--- src/rtl/ipc_pkg.sv ---
package ipc_pkg;

	localparam int CFG_IDX_W  = 2;
	localparam int CFG_DATA_W = 11;

	localparam logic [CFG_IDX_W-1:0] REG_IMAGE_WIDTH  = 2'd0;
	localparam logic [CFG_IDX_W-1:0] REG_IMAGE_HEIGHT = 2'd1;

	localparam logic [CFG_DATA_W-1:0] RESET_SIZE = 11'd1024;

	localparam int DEF_MAX_WIDTH  = 1024;
	localparam int DEF_MAX_HEIGHT = 1024;

	// position flags of one pixel, worked out when it is taken in
	typedef struct packed {
		logic first_row;
		logic first_col;
		logic row_end;
		logic frame_end;
	} pos_t;

	// line store update from the evaluation stage
	typedef struct packed {
		logic adv;
		logic prev_en;
		logic prev_bit;
		logic cur_en;
		logic cur_bit;
		logic up_bit;
	} wr_t;

endpackage

--- src/rtl/isolated_pixel_check_top.sv ---
// Checks a binary frame, fed one pixel per word in raster order, for set
// pixels with no set up, down, left or right neighbour; pixels outside the
// frame count as clear. Frame size comes from the image_width and
// image_height registers (zero acts as one, values above MAX_WIDTH or
// MAX_HEIGHT act as the maximum). One pixel is taken every clock unless
// the input stalls; the verdict word is registered on the output as
// the frame's last pixel retires. Input stalls only when a frame's last
// pixel would overtake a verdict that has not been taken yet. The previous
// row lives in a one-bit line memory of MAX_WIDTH entries, and the open
// marks of set pixels still waiting for their lower neighbour in a second
// one split in even and odd column banks, so each pixel costs one read and
// at most one write per memory or bank in a cycle.
module isolated_pixel_check_top #(
	parameter int MAX_WIDTH  = ipc_pkg::DEF_MAX_WIDTH,
	parameter int MAX_HEIGHT = ipc_pkg::DEF_MAX_HEIGHT
) (
	input  logic                           clk,
	input  logic                           arst_n,
	input  logic                           cfg_valid,
	output logic                           cfg_ready,
	input  logic [ipc_pkg::CFG_IDX_W-1:0]  cfg_index,
	input  logic [ipc_pkg::CFG_DATA_W-1:0] cfg_data,
	input  logic                           in_valid,
	output logic                           in_stall,
	input  logic                           pixel,
	output logic                           out_valid,
	input  logic                           out_stall,
	output logic                           all_supported
);
	import ipc_pkg::*;

	localparam int AW = (MAX_WIDTH > 1) ? $clog2(MAX_WIDTH) : 1;

	logic          adv;
	logic          valid_s1;
	logic          pixel_s1;
	pos_t          pos_s1;
	logic [AW-1:0] col_s1;
	logic          rd_en;
	logic [AW-1:0] rd_addr;
	wr_t           wr;
	logic          up_bit;
	logic          pend_bit;

	ipc_front #(
		.MAX_WIDTH  (MAX_WIDTH),
		.MAX_HEIGHT (MAX_HEIGHT)
	) u_front (
		.clk       (clk),
		.arst_n    (arst_n),
		.cfg_valid (cfg_valid),
		.cfg_ready (cfg_ready),
		.cfg_index (cfg_index),
		.cfg_data  (cfg_data),
		.in_valid  (in_valid),
		.in_stall  (in_stall),
		.pixel     (pixel),
		.adv       (adv),
		.valid_s1  (valid_s1),
		.pixel_s1  (pixel_s1),
		.pos_s1    (pos_s1),
		.col_s1    (col_s1),
		.rd_en     (rd_en),
		.rd_addr   (rd_addr)
	);

	ipc_line_store #(
		.MAX_WIDTH (MAX_WIDTH)
	) u_line_store (
		.clk      (clk),
		.arst_n   (arst_n),
		.rd_en    (rd_en),
		.rd_addr  (rd_addr),
		.col_s1   (col_s1),
		.wr       (wr),
		.up_bit   (up_bit),
		.pend_bit (pend_bit)
	);

	ipc_eval u_eval (
		.clk           (clk),
		.arst_n        (arst_n),
		.valid_s1      (valid_s1),
		.pixel_s1      (pixel_s1),
		.pos_s1        (pos_s1),
		.up_bit        (up_bit),
		.pend_bit      (pend_bit),
		.out_stall     (out_stall),
		.adv           (adv),
		.wr            (wr),
		.out_valid     (out_valid),
		.all_supported (all_supported)
	);

`ifndef NO_ASSERTIONS
	a_verdict_follows_last: assert property (@(posedge clk) disable iff (!arst_n)
		valid_s1 && pos_s1.frame_end && adv |=> out_valid)
		else $error("frame end retired without a verdict word");

	a_held_stage_stable: assert property (@(posedge clk) disable iff (!arst_n)
		valid_s1 && !adv |=> valid_s1 && $stable(pixel_s1) && $stable(col_s1))
		else $error("held pixel stage changed");

	a_frame_end_ends_row: assert property (@(posedge clk) disable iff (!arst_n)
		valid_s1 && pos_s1.frame_end |-> pos_s1.row_end)
		else $error("frame end flagged mid-row");
`endif

endmodule

--- src/rtl/ipc_front.sv ---
module ipc_front #(
	parameter int MAX_WIDTH  = ipc_pkg::DEF_MAX_WIDTH,
	parameter int MAX_HEIGHT = ipc_pkg::DEF_MAX_HEIGHT,
	localparam int AW = (MAX_WIDTH > 1) ? $clog2(MAX_WIDTH) : 1
) (
	input  logic                            clk,
	input  logic                            arst_n,
	input  logic                            cfg_valid,
	output logic                            cfg_ready,
	input  logic [ipc_pkg::CFG_IDX_W-1:0]   cfg_index,
	input  logic [ipc_pkg::CFG_DATA_W-1:0]  cfg_data,
	input  logic                            in_valid,
	output logic                            in_stall,
	input  logic                            pixel,
	input  logic                            adv,
	output logic                            valid_s1,
	output logic                            pixel_s1,
	output ipc_pkg::pos_t                   pos_s1,
	output logic [AW-1:0]                   col_s1,
	output logic                            rd_en,
	output logic [AW-1:0]                   rd_addr
);
	import ipc_pkg::*;

	localparam int SW = ($clog2(MAX_WIDTH + 1) > CFG_DATA_W) ? $clog2(MAX_WIDTH + 1) : CFG_DATA_W;
	localparam int HW = ($clog2(MAX_HEIGHT + 1) > CFG_DATA_W) ?
		$clog2(MAX_HEIGHT + 1) : CFG_DATA_W;
	localparam int RW = (MAX_HEIGHT > 1) ? $clog2(MAX_HEIGHT) : 1;

	logic [CFG_DATA_W-1:0] width_q;
	logic [CFG_DATA_W-1:0] height_q;
	logic [AW-1:0]         col_q;
	logic [RW-1:0]         row_q;
	logic [SW-1:0]         w_eff;
	logic [HW-1:0]         h_eff;
	logic [SW:0]           col_next1;
	logic [HW:0]           row_next1;
	logic                  row_end;
	logic                  last_row;
	logic                  accept;
	pos_t                  pos;

	assign cfg_ready = 1'b1;

	// a size of zero acts as one, an oversized one as the maximum
	always_comb begin
		if (width_q == '0) begin
			w_eff = SW'(1);
		end else if (SW'(width_q) > SW'(MAX_WIDTH)) begin
			w_eff = SW'(MAX_WIDTH);
		end else begin
			w_eff = SW'(width_q);
		end
		if (height_q == '0) begin
			h_eff = HW'(1);
		end else if (HW'(height_q) > HW'(MAX_HEIGHT)) begin
			h_eff = HW'(MAX_HEIGHT);
		end else begin
			h_eff = HW'(height_q);
		end
	end

	assign col_next1 = (SW + 1)'(col_q) + (SW + 1)'(1);
	assign row_next1 = (HW + 1)'(row_q) + (HW + 1)'(1);
	assign row_end   = col_next1 >= (SW + 1)'(w_eff);
	assign last_row  = row_next1 >= (HW + 1)'(h_eff);

	always_comb begin
		pos.first_row = (row_q == '0);
		pos.first_col = (col_q == '0);
		pos.row_end   = row_end;
		pos.frame_end = row_end && last_row;
	end

	assign in_stall = valid_s1 && !adv;
	assign accept   = in_valid && !in_stall;
	assign rd_en    = accept;
	assign rd_addr  = col_q;

	always_ff @(posedge clk or negedge arst_n) begin
		if (!arst_n) begin
			width_q  <= RESET_SIZE;
			height_q <= RESET_SIZE;
			col_q    <= '0;
			row_q    <= '0;
			valid_s1 <= 1'b0;
		end else begin
			if (cfg_valid && cfg_ready) begin
				unique case (cfg_index)
					REG_IMAGE_WIDTH:  width_q  <= cfg_data;
					REG_IMAGE_HEIGHT: height_q <= cfg_data;
					default: ;
				endcase
			end
			if (accept) begin
				valid_s1 <= 1'b1;
				if (row_end) begin
					col_q <= '0;
					row_q <= last_row ? '0 : RW'(row_next1);
				end else begin
					col_q <= AW'(col_next1);
				end
			end else if (adv) begin
				valid_s1 <= 1'b0;
			end
		end
	end

	always_ff @(posedge clk) begin
		if (accept) begin
			pixel_s1 <= pixel;
			pos_s1   <= pos;
			col_s1   <= col_q;
		end
	end

endmodule

--- src/rtl/ipc_line_store.sv ---
module ipc_line_store #(
	parameter int MAX_WIDTH = ipc_pkg::DEF_MAX_WIDTH,
	localparam int AW = (MAX_WIDTH > 1) ? $clog2(MAX_WIDTH) : 1
) (
	input  logic          clk,
	input  logic          arst_n,
	input  logic          rd_en,
	input  logic [AW-1:0] rd_addr,
	input  logic [AW-1:0] col_s1,
	input  ipc_pkg::wr_t  wr,
	output logic          up_bit,
	output logic          pend_bit
);
	import ipc_pkg::*;

	// pending marks are split into even and odd columns so that the marks of
	// the left column and of the row's last column can land in one cycle
	localparam int BD  = (MAX_WIDTH + 1) / 2;
	localparam int BAW = (BD > 1) ? $clog2(BD) : 1;

	logic upper_mem [MAX_WIDTH];
	logic pend_even [BD];
	logic pend_odd  [BD];

	logic [AW-1:0]  prev_addr;
	logic [BAW-1:0] cur_bank;
	logic [BAW-1:0] prev_bank;
	logic [BAW-1:0] rd_bank;
	logic           cur_even;
	logic           cur_odd;
	logic           even_we;
	logic           odd_we;
	logic [BAW-1:0] even_addr;
	logic [BAW-1:0] odd_addr;
	logic           even_d;
	logic           odd_d;

	logic           up_rd_q;
	logic           even_rd_q;
	logic           odd_rd_q;
	logic [AW-1:0]  rd_addr_q;
	logic           fwd_up_en_q;
	logic           fwd_cur_en_q;
	logic           fwd_prev_en_q;
	logic [AW-1:0]  fwd_cur_addr_q;
	logic [AW-1:0]  fwd_prev_addr_q;
	logic           fwd_up_q;
	logic           fwd_cur_q;
	logic           fwd_prev_q;

	assign prev_addr = col_s1 - AW'(1);
	assign cur_bank  = BAW'(col_s1 >> 1);
	assign prev_bank = BAW'(prev_addr >> 1);
	assign rd_bank   = BAW'(rd_addr >> 1);

	assign cur_even  = wr.cur_en && !col_s1[0];
	assign cur_odd   = wr.cur_en && col_s1[0];
	assign even_we   = wr.adv && (cur_even || (wr.prev_en && !prev_addr[0]));
	assign odd_we    = wr.adv && (cur_odd || (wr.prev_en && prev_addr[0]));
	assign even_addr = cur_even ? cur_bank : prev_bank;
	assign odd_addr  = cur_odd ? cur_bank : prev_bank;
	assign even_d    = cur_even ? wr.cur_bit : wr.prev_bit;
	assign odd_d     = cur_odd ? wr.cur_bit : wr.prev_bit;

	always_ff @(posedge clk) begin
		if (wr.adv) begin
			upper_mem[col_s1] <= wr.up_bit;
		end
		if (even_we) begin
			pend_even[even_addr] <= even_d;
		end
		if (odd_we) begin
			pend_odd[odd_addr] <= odd_d;
		end
	end

	always_ff @(posedge clk) begin
		if (rd_en) begin
			up_rd_q         <= upper_mem[rd_addr];
			even_rd_q       <= pend_even[rd_bank];
			odd_rd_q        <= pend_odd[rd_bank];
			rd_addr_q       <= rd_addr;
			fwd_cur_addr_q  <= col_s1;
			fwd_prev_addr_q <= prev_addr;
			fwd_up_q        <= wr.up_bit;
			fwd_cur_q       <= wr.cur_bit;
			fwd_prev_q      <= wr.prev_bit;
		end
	end

	// remember what was written on the edge of the read; the read saw old data
	always_ff @(posedge clk or negedge arst_n) begin
		if (!arst_n) begin
			fwd_up_en_q   <= 1'b0;
			fwd_cur_en_q  <= 1'b0;
			fwd_prev_en_q <= 1'b0;
		end else if (rd_en) begin
			fwd_up_en_q   <= wr.adv;
			fwd_cur_en_q  <= wr.adv && wr.cur_en;
			fwd_prev_en_q <= wr.adv && wr.prev_en;
		end
	end

	always_comb begin
		up_bit = (fwd_up_en_q && fwd_cur_addr_q == rd_addr_q) ? fwd_up_q : up_rd_q;
		if (fwd_cur_en_q && fwd_cur_addr_q == rd_addr_q) begin
			pend_bit = fwd_cur_q;
		end else if (fwd_prev_en_q && fwd_prev_addr_q == rd_addr_q) begin
			pend_bit = fwd_prev_q;
		end else begin
			pend_bit = rd_addr_q[0] ? odd_rd_q : even_rd_q;
		end
	end

endmodule

--- src/rtl/ipc_eval.sv ---
module ipc_eval (
	input  logic          clk,
	input  logic          arst_n,
	input  logic          valid_s1,
	input  logic          pixel_s1,
	input  ipc_pkg::pos_t pos_s1,
	input  logic          up_bit,
	input  logic          pend_bit,
	input  logic          out_stall,
	output logic          adv,
	output ipc_pkg::wr_t  wr,
	output logic          out_valid,
	output logic          all_supported
);
	import ipc_pkg::*;

	logic left_pixel_q;
	logic left_pend_q;
	logic row_open_q;
	logic fail_q;
	logic out_valid_q;
	logic all_supported_q;

	logic up;
	logic up_pend;
	logic left;
	logic left_pend;
	logic fail_now;
	logic still;
	logic cur_pend;
	logic row_open_next;
	logic fail_row;

	// hold a frame's last pixel while the previous verdict waits
	assign adv = valid_s1 && !(pos_s1.frame_end && out_valid_q && out_stall);

	always_comb begin
		up            = pos_s1.first_row ? 1'b0 : up_bit;
		up_pend       = pos_s1.first_row ? 1'b0 : pend_bit;
		left          = pos_s1.first_col ? 1'b0 : left_pixel_q;
		left_pend     = pos_s1.first_col ? 1'b0 : left_pend_q;
		fail_now      = up_pend && !pixel_s1;
		still         = left_pend && !pixel_s1;
		cur_pend      = pixel_s1 && !up && !left;
		row_open_next = row_open_q || (!pos_s1.first_col && still)
			|| (pos_s1.row_end && cur_pend);
		fail_row      = fail_q || fail_now || (pos_s1.frame_end && row_open_next);
	end

	always_comb begin
		wr.adv      = adv;
		wr.prev_en  = !pos_s1.first_col;
		wr.prev_bit = still;
		wr.cur_en   = pos_s1.row_end;
		wr.cur_bit  = cur_pend;
		wr.up_bit   = pixel_s1;
	end

	always_ff @(posedge clk or negedge arst_n) begin
		if (!arst_n) begin
			left_pixel_q <= 1'b0;
			left_pend_q  <= 1'b0;
			row_open_q   <= 1'b0;
			fail_q       <= 1'b0;
			out_valid_q  <= 1'b0;
		end else begin
			if (adv && pos_s1.frame_end) begin
				out_valid_q <= 1'b1;
			end else if (!out_stall) begin
				out_valid_q <= 1'b0;
			end
			if (adv) begin
				if (pos_s1.row_end) begin
					left_pixel_q <= 1'b0;
					left_pend_q  <= 1'b0;
					row_open_q   <= 1'b0;
					if (pos_s1.frame_end) begin
						fail_q <= 1'b0;
					end else begin
						fail_q <= fail_row;
					end
				end else begin
					left_pixel_q <= pixel_s1;
					left_pend_q  <= cur_pend;
					row_open_q   <= row_open_next;
					fail_q       <= fail_q || fail_now;
				end
			end
		end
	end

	always_ff @(posedge clk) begin
		if (adv && pos_s1.frame_end) begin
			all_supported_q <= !fail_row;
		end
	end

	assign out_valid     = out_valid_q;
	assign all_supported = all_supported_q;

endmodule

--- config.mk ---
export PLATFORM = sky130hd
export DESIGN_NAME = isolated_pixel_check_top
export DESIGN_NICKNAME = d
export VERILOG_FILES = /design/src/rtl/ipc_pkg.sv /design/src/rtl/isolated_pixel_check_top.sv /design/src/rtl/ipc_front.sv /design/src/rtl/ipc_line_store.sv /design/src/rtl/ipc_eval.sv
export SDC_FILE = /design/constraint.sdc
export NUM_CORES = 2
export LEC_CHECK = 0
export BUFFER_PORTS_ARGS = -buffer_cell sky130_fd_sc_hd__buf_2
export CAP_MARGIN = 20
export CORE_MARGIN = 2
export CORE_UTILIZATION = 44
export CTS_CLUSTER_SIZE = 40
export DETAILED_ROUTE_END_ITERATION = 8
export PLACE_DENSITY_LB_ADDON = 0.12
export SLEW_MARGIN = 30
export SYNTH_ARGS = -nofsm -noshare
export SYNTH_HDL_FRONTEND = slang
export SYNTH_SLANG_ARGS = --single-unit
export TNS_END_PERCENT = 20
--- constraint.sdc ---
create_clock -name clk -period 59.5 [get_ports clk]
set_input_delay 0 -clock clk [delete_from_list [all_inputs] [get_ports clk]]
set_output_delay 0 -clock clk [all_outputs]
set_load 0.02 [all_outputs]
* After elaboration in Yosys (flattened, before gate mapping)
Memories as Yosys holds them, arrays and structs flattened. A register that Yosys moved wholly into a read port is not among the register bits.
Cells that the tools add are included.
Widths: inputs -> output; s select.
** Word-level totals
- Register bits after elaboration :: 90
- Bits in latches :: 0
- Memory bits (writable) :: 2048
- Bits in read-only memories :: 0
- Input port bits :: 19
- Word-level logic and storage cells :: 122
- Memories :: 3
** Cells by class
- Add/subtract/negate cells :: 3
- $mul :: 0
- Divide/modulo/power cells :: 0
- $lt $le $gt $ge :: 4
- Equality and inequality tests :: 4
- Shift-type cells :: 0
- Multiplexer cells :: 33
- Bitwise logic cells :: 0
- Reduce and logical (&&, ||, !) cells :: 50
** Memories
- u_line_store.upper_mem :: depth 1024, width 1, rd ports 1, clocked after Yosys merged registers in 1, wr ports 1, line ipc_line_store.sv:21 : logic upper_mem [MAX_WIDTH];
- u_line_store.pend_even :: depth 512, width 1, rd ports 1, clocked after Yosys merged registers in 1, wr ports 1, line ipc_line_store.sv:22 : logic pend_even [BD];
- u_line_store.pend_odd :: depth 512, width 1, rd ports 1, clocked after Yosys merged registers in 1, wr ports 1, line ipc_line_store.sv:23 : logic pend_odd [BD];
** Operator list (count)
- $mux 11 :: 4
- $logic_and 1x1->1 :: 25
- $mux 1 :: 25
- $ge 12x11->1 :: 2
- $add 10x1->11 const B :: 2
- $gt 11x11->1 const B :: 2
- $logic_not 11->1 :: 2
- $eq 10x10->1 :: 2
- $logic_not 10->1 :: 2
- $mux 10 :: 2
- $mux 9 :: 2
- $logic_not 1->1 :: 10
- $sub 10x1->10 const B :: 1
- $logic_or 1x1->1 :: 6
- $reduce_and 2->1 :: 3
- $eq 2x1->1 const B :: 1
- $logic_not 2->1 :: 1
- $ne 2x1->1 const B :: 1
- $reduce_bool 2->1 :: 1

* Depth between registers and ports, before layout
- Depth in word-level cells :: 13
- Depth in mapped cells :: 19
- Mapped depth without buffers :: 14

* Modules after synthesis
Synthesis repeated with hierarchy kept, for this count alone.
** Second synthesis, totals
- Cell total of the unflattened synthesis :: 6390
- Area, all modules :: 93693.6 um2
** By module, submodules not included
- ipc_line_store :: instances 1, cells an instance 6048, area an instance 90155.2 um2, seq. area each 62655.1 um2
- ipc_front :: instances 1, cells an instance 306, area an instance 3168.0 um2, seq. area each 1529.0 um2
- ipc_eval :: instances 1, cells an instance 36, area an instance 370.4 um2, seq. area each 155.1 um2

* Least setup slack after synthesis
Ideal clock, no wire load.
- Path type :: flip-flop to flip-flop
- Start point :: register u_front.pixel_s1
- End point :: memory u_line_store.pend_odd[0] (data pin)
- Arrival time :: 35094 ps
- Slack :: 20245 ps
- Cell stages (with the launch flop) :: 3
- Buffers on the path :: 0
- Cells stage by stage :: edfxtp_1 o221ai_1 o21ai_0
** Between the ends
- Cells in the longest elaborated chain, start to end :: 3
- Elaborated cells between the ends (all ways) :: 5
** Ends and longest elaborated chain
- start, declared :: line ipc_front.sv:17 : output logic pixel_s1,
- start signal, assigned :: line ipc_front.sv:111 : pixel_s1 <= pixel;
- $logic_not 1->1 / $logic_and 1x1->1 (equally long branches) :: line ipc_eval.sv:43, ipc_eval.sv:44
- $logic_and 1x1->1 (on tied branches) :: line ipc_eval.sv:43, ipc_eval.sv:44
- $mux 1 (*) :: line ipc_line_store.sv:63 : assign odd_d = cur_odd ? wr.cur_bit : wr.prev_bit;
- named net u_line_store.odd_d :: line ipc_line_store.sv:36 : logic odd_d;
- end, declared :: line ipc_line_store.sv:23
The timed path passes the listed nets; every way through them passes the cells marked *.

* Final worst setup path
- Start point :: register u_front.col_q[0], in the netlist u_front.rd_addr[0]
- End point :: register u_front.col_q[4], in the netlist u_front.rd_addr[4]
** Between the ends
- Cells in the longest elaborated chain, start to end :: 3
** Ends and longest elaborated chain
- start, declared :: line ipc_front.sv:32 : logic [AW-1:0] col_q;
- start signal, assigned :: line ipc_front.sv:101 : col_q <= AW'(col_next1);
- $add 10x1->11 (*) :: line ipc_front.sv:63 : assign col_next1 = (SW + 1)'(col_q) + (SW + 1)'(1);
- $ge 12x11->1 :: line ipc_front.sv:65 : assign row_end = col_next1 >= (SW + 1)'(w_eff);
- $mux 10 (*) :: line ipc_front.sv:97 : if (row_end) begin
Mark *: on every way between the ends. The rest lies on a longest branch, timed or not.
A chain may end at the register's enable or synchronous reset.

==> impl_metrics.csv <==
group,metric,value,unit
global_route,antenna_violations_before_repair,11,
critical_path,ff2ff_setup_slack,54.22,ns
logic_synthesis,cell_count_after_synthesis,6403,
critical_path,type_of_the_setup_path_with_the_least_slack,"reg -> reg",
critical_path,cp_data_required_time,60.28,ns
timing,setup_total_negative_slack,0,ns
floorplanning,rows,169,
cells_and_area,design.final.nets,6313,
cts,maximum_count_of_clock_buffers_along_a_single_path,3,
cts,clockRootBuffer,"sky130_fd_sc_hd__clkbuf_16",
power_and_ir_drop,power_frac_seq,42.6,%
placed_design,place.detailed.instances,8815,
critical_path,endpoint_of_the_lowest_slack_register_to_register_path,"u_front.rd_addr[4]",
cts,postCtsSetupRepairBufs,0,
cts,path_clk_slew,0.06,ns
floorplanning,effective_utilization_at_floorplan,44.2,%
cells_and_area,post_route_cells_drive_above_1_share,17.9,%
flow_run,drv.max_cap_violation_count,0,
critical_path,crit_path_end_kind,"flip-flop",
power_and_ir_drop,power_density,39.3,nW/µm²
cts,post_cts_hold_buffer_count,35,
critical_path,cp-start-kind,"flip-flop",
logic_synthesis,dominantRegCellSynth,"sky130_fd_sc_hd__edfxtp_1",
timing,worst-slew-pin-transition,1.08,ns
cells_and_area,fill_cells,18300,
route,vias,55000,
cts,insertion_delay,0.88,ns
min_path,hp-class,"in -> reg",
global_route,grt_start_max_net_pins,285,
logic_synthesis,synth_edf_count,2090,
global_route,grt_remaining_overflow,0,
logic_synthesis,async_reset_ff_share,2.38,%
route,detail_route.drc_violations,0,
floorplanning,die_width,465,µm
critical_path,worstReg2RegStart,"u_front.rd_addr[0]",
route,detail_route.iter0.violations,7241,
logic_synthesis,syn_avg_cell_area,14.6,µm²
logic_synthesis,netlist.top_cell.by_area,"sky130_fd_sc_hd__edfxtp_1",
route,drt_pass1_iterations,5,
cts,tritoncts,"yes",
critical_path,timing_startpoint_of_the_critical_path,"u_front.rd_addr[0]",
route,drt-vias-per-instance,5.94,
status,status,"complete, no violations",
timing,timing_hold_violations_final,0,
logic_synthesis,ys_seq_area_share,68.4,%
power_and_ir_drop,combinationalPowerShare,24.7,%
power_and_ir_drop,cellLeakagePower,31.0,nW
critical_path,endpoint,"u_front.rd_addr[4]",
route,detail_route.wirelength,268000,µm
cells_and_area,layout.cells.most_common,"sky130_fd_sc_hd__nor2_1",
floorplanning,io_pins,23,
power_and_ir_drop,final_power,4.07,mW
logic_synthesis,netlist_top_cells_area,"sky130_fd_sc_hd__edfxtp_1, sky130_fd_sc_hd__mux4_2, sky130_fd_sc_hd__nor2_1, sky130_fd_sc_hd__clkbuf_1, sky130_fd_sc_hd__dfrtp_1",
timing,fmaxAchievable,0.189,GHz
placed_design,dp.final_hpwl,135000,µm
power_and_ir_drop,cell_internal_power,2.84,mW
timing,fin_worst_skew,0.0282,ns
floorplanning,design.die.area,217000,µm²
logic_synthesis,syn_nets,6453,
logic_synthesis,synth.lib_cells_used.distinct,78,
timing,maxSlewViolCount,0,
logic_synthesis,yosys_warnings,0,
timing,rsz_0062_raised_after_global_routing,"false",
cts,cts.htree.levels,4,
power_and_ir_drop,total_switching_power,1.22,mW
cells_and_area,layout.cell_area.non_filler,104000,µm²
cells_and_area,synth_to_layout_area_growth,10.6,%
cells_and_area,finish.utilization,48.9,%
power_and_ir_drop,power_switching_share,30.1,%
cts,cts_bufs_inserted,227,
logic_synthesis,mappedNetlistArea,93700,µm²
global_route,grt_pass1_vias,54600,
cells_and_area,mostFrequentLayoutCells,"sky130_fd_sc_hd__nor2_1, sky130_fd_sc_hd__edfxtp_1, sky130_fd_sc_hd__mux4_2, sky130_fd_sc_hd__clkbuf_16, sky130_fd_sc_hd__nand2_1",
timing,post-route-period-util,8.88,%
placed_design,place_area,96200,µm²
critical_path,worst_r2r_path_depth,14,
power_and_ir_drop,worst_ir_drop_vdd,0.0460,mV
power_and_ir_drop,clock_power_share,32.7,%
timing,slew-limit-headroom,28.1,%
cells_and_area,finish.cell_count_without_fillers,9262,
route,drt.antenna.violating_nets,0,
cts,cts.sinks,2141,
timing,timing.final.crit_period,5.28,ns
floorplanning,die_y,465,µm
route,wire_per_inst,28.9,µm
cts,quantity_of_gates_resized_following_cts,0,
placed_design,gp_congestion,0.793,
global_route,grt_pass1_wl,388000,µm
logic_synthesis,synth.ff_latch_count,2141,
floorplanning,core_region_area,212000,µm²
critical_path,worst_ep_arrival_time,6.07,ns
critical_path,critical_path.max_fanout,42,
logic_synthesis,synthDominantCellAreaShare,67.0,%
timing,setup_viol,0,
global_route,track_usage,24.7,%
placed_design,placement.io_buffers,21,
[stage by stage]
step                setup slack, ns  hold slack [ns]
detailed placement            54.17            0.178
global placement              53.92            0.162
CTS                           54.16           0.0135
floorplan                     20.25           -0.296
global route                  53.71           0.0495
finish                        54.22           0.0999
[worst max-delay path: stages, from the launching register on]
cell and delay, ns:
sky130_fd_sc_hd__dfrtp_4 1.02, sky130_fd_sc_hd__buf_4 0.73, sky130_fd_sc_hd__ha_1 0.34, sky130_fd_sc_hd__nand2_1 0.17, sky130_fd_sc_hd__nor2_1 0.17, sky130_fd_sc_hd__nand2_1 0.09
sky130_fd_sc_hd__xnor2_1 0.27, sky130_fd_sc_hd__ha_1 0.28, sky130_fd_sc_hd__o2111a_1 0.16, sky130_fd_sc_hd__o21ai_0 0.08, sky130_fd_sc_hd__nand2_1 0.07, sky130_fd_sc_hd__a31oi_1 0.66
sky130_fd_sc_hd__inv_1 0.49, sky130_fd_sc_hd__or4_1 0.57, sky130_fd_sc_hd__o21ai_0 0.08
[synthesized netlist by cell type, types with 19 or more instances]
cell type,count
sky130_fd_sc_hd__nor2_1,2116
sky130_fd_sc_hd__edfxtp_1,2090
sky130_fd_sc_hd__mux4_2,509
sky130_fd_sc_hd__clkbuf_1,343
sky130_fd_sc_hd__nand2_1,258
sky130_fd_sc_hd__mux2i_1,115
sky130_fd_sc_hd__buf_2,94
sky130_fd_sc_hd__a22oi_1,66
sky130_fd_sc_hd__buf_1,63
sky130_fd_sc_hd__nand3_1,61
sky130_fd_sc_hd__o21ai_0,51
sky130_fd_sc_hd__dfrtp_1,49
sky130_fd_sc_hd__a21oi_1,43
sky130_fd_sc_hd__xnor2_1,43
sky130_fd_sc_hd__mux2_2,36
sky130_fd_sc_hd__buf_4,31
sky130_fd_sc_hd__ha_1,31
sky130_fd_sc_hd__inv_1,27
sky130_fd_sc_hd__nor3_1,26
sky130_fd_sc_hd__buf_6,23
sky130_fd_sc_hd__mux4_1,21
sky130_fd_sc_hd__and3_1,20
sky130_fd_sc_hd__xor2_1,19
[cell type report]
| type | instances | area [µm²] | share of cell area, % |
|---|---|---|---|
| clock buffer | 302 | 6200 | 5.98 |
| clock inverter | 102 | 641 | 0.618 |
| timing repair buffer | 200 | 1760 | 1.70 |
| inverter | 30 | 113 | 0.109 |
| sequential | 2141 | 64100 | 61.8 |
| multi-input combinational | 3663 | 27300 | 26.3 |
| antenna | 3 | 7.51 | 0.00725 |
| tap | 2821 | 3530 | 3.41 |
[worst min path at each step]
stage,cells past startpoint,slack [ns],to,start
2_1_floorplan,0,-0.30,u_eval.fail_q,arst_n
3_3_place_gp,2,0.16,u_front.height_q[0],arst_n
3_5_place_dp,2,0.18,u_front.height_q[2],arst_n
4_1_cts,4,0.01,u_line_store.fwd_up_en_q,in_valid
5_1_grt,3,0.05,u_eval.out_valid,out_stall
6_report,3,0.1,u_eval.out_valid,out_stall
[state kept, by name, indices dropped and copies added (netlist names), 4 cells and up]
name	count
u_line_store.pend_odd	512
u_line_store.pend_even	512
u_front.pos_s1	4
u_front.height_q	11
u_line_store.upper_mem	1024
u_line_store.fwd_prev_addr_q	10
u_front.row_q	10
u_line_store.rd_addr_q	10
u_front.rd_addr	10
u_front.width_q	11
u_line_store.fwd_cur_addr_q	10
[power by group through the flow]
stage	Combinational (mW)	Clock, mW	Sequential [mW]
detailed placement	1.01	0	1.77
CTS	1.01	1.35	1.73
global route	1.06	1.41	1.74
floorplan	0.690	0	1.81
finish	1.00	1.33	1.73
global placement	0.997	0	1.77
[per-layer routing]
metal / up-vias / routed length, µm / GRT usage (%) / share of wire [%]
li1: 23300 / - / - / -
met1: 29200 / 114000 / 35.8 / 43
met2: 2164 / 127000 / 39.2 / 47
met3: 371 / 19600 / 3.32 / 7.3
met4: 0 / 7080 / 6.69 / 2.6
met5: - / 0 / 0 / 0
[cells by family (layout without fill, tap and decap cells)]
kind of cell	Yosys count	count (layout)	synth area share, %
other	1	4	0.00400
xor gates and xnor gates	62	62	0.580
DFF	2141	2141	68.4
and+or+nand+nor	2584	2584	10.9
adders and majority gates	31	31	0.414
muxes	681	681	14.5
AOI/OAI and AO/OA	304	304	2.25
buffers and inverters	599	634	3.00
Note: power is estimated with default switching activity, not from simulation.
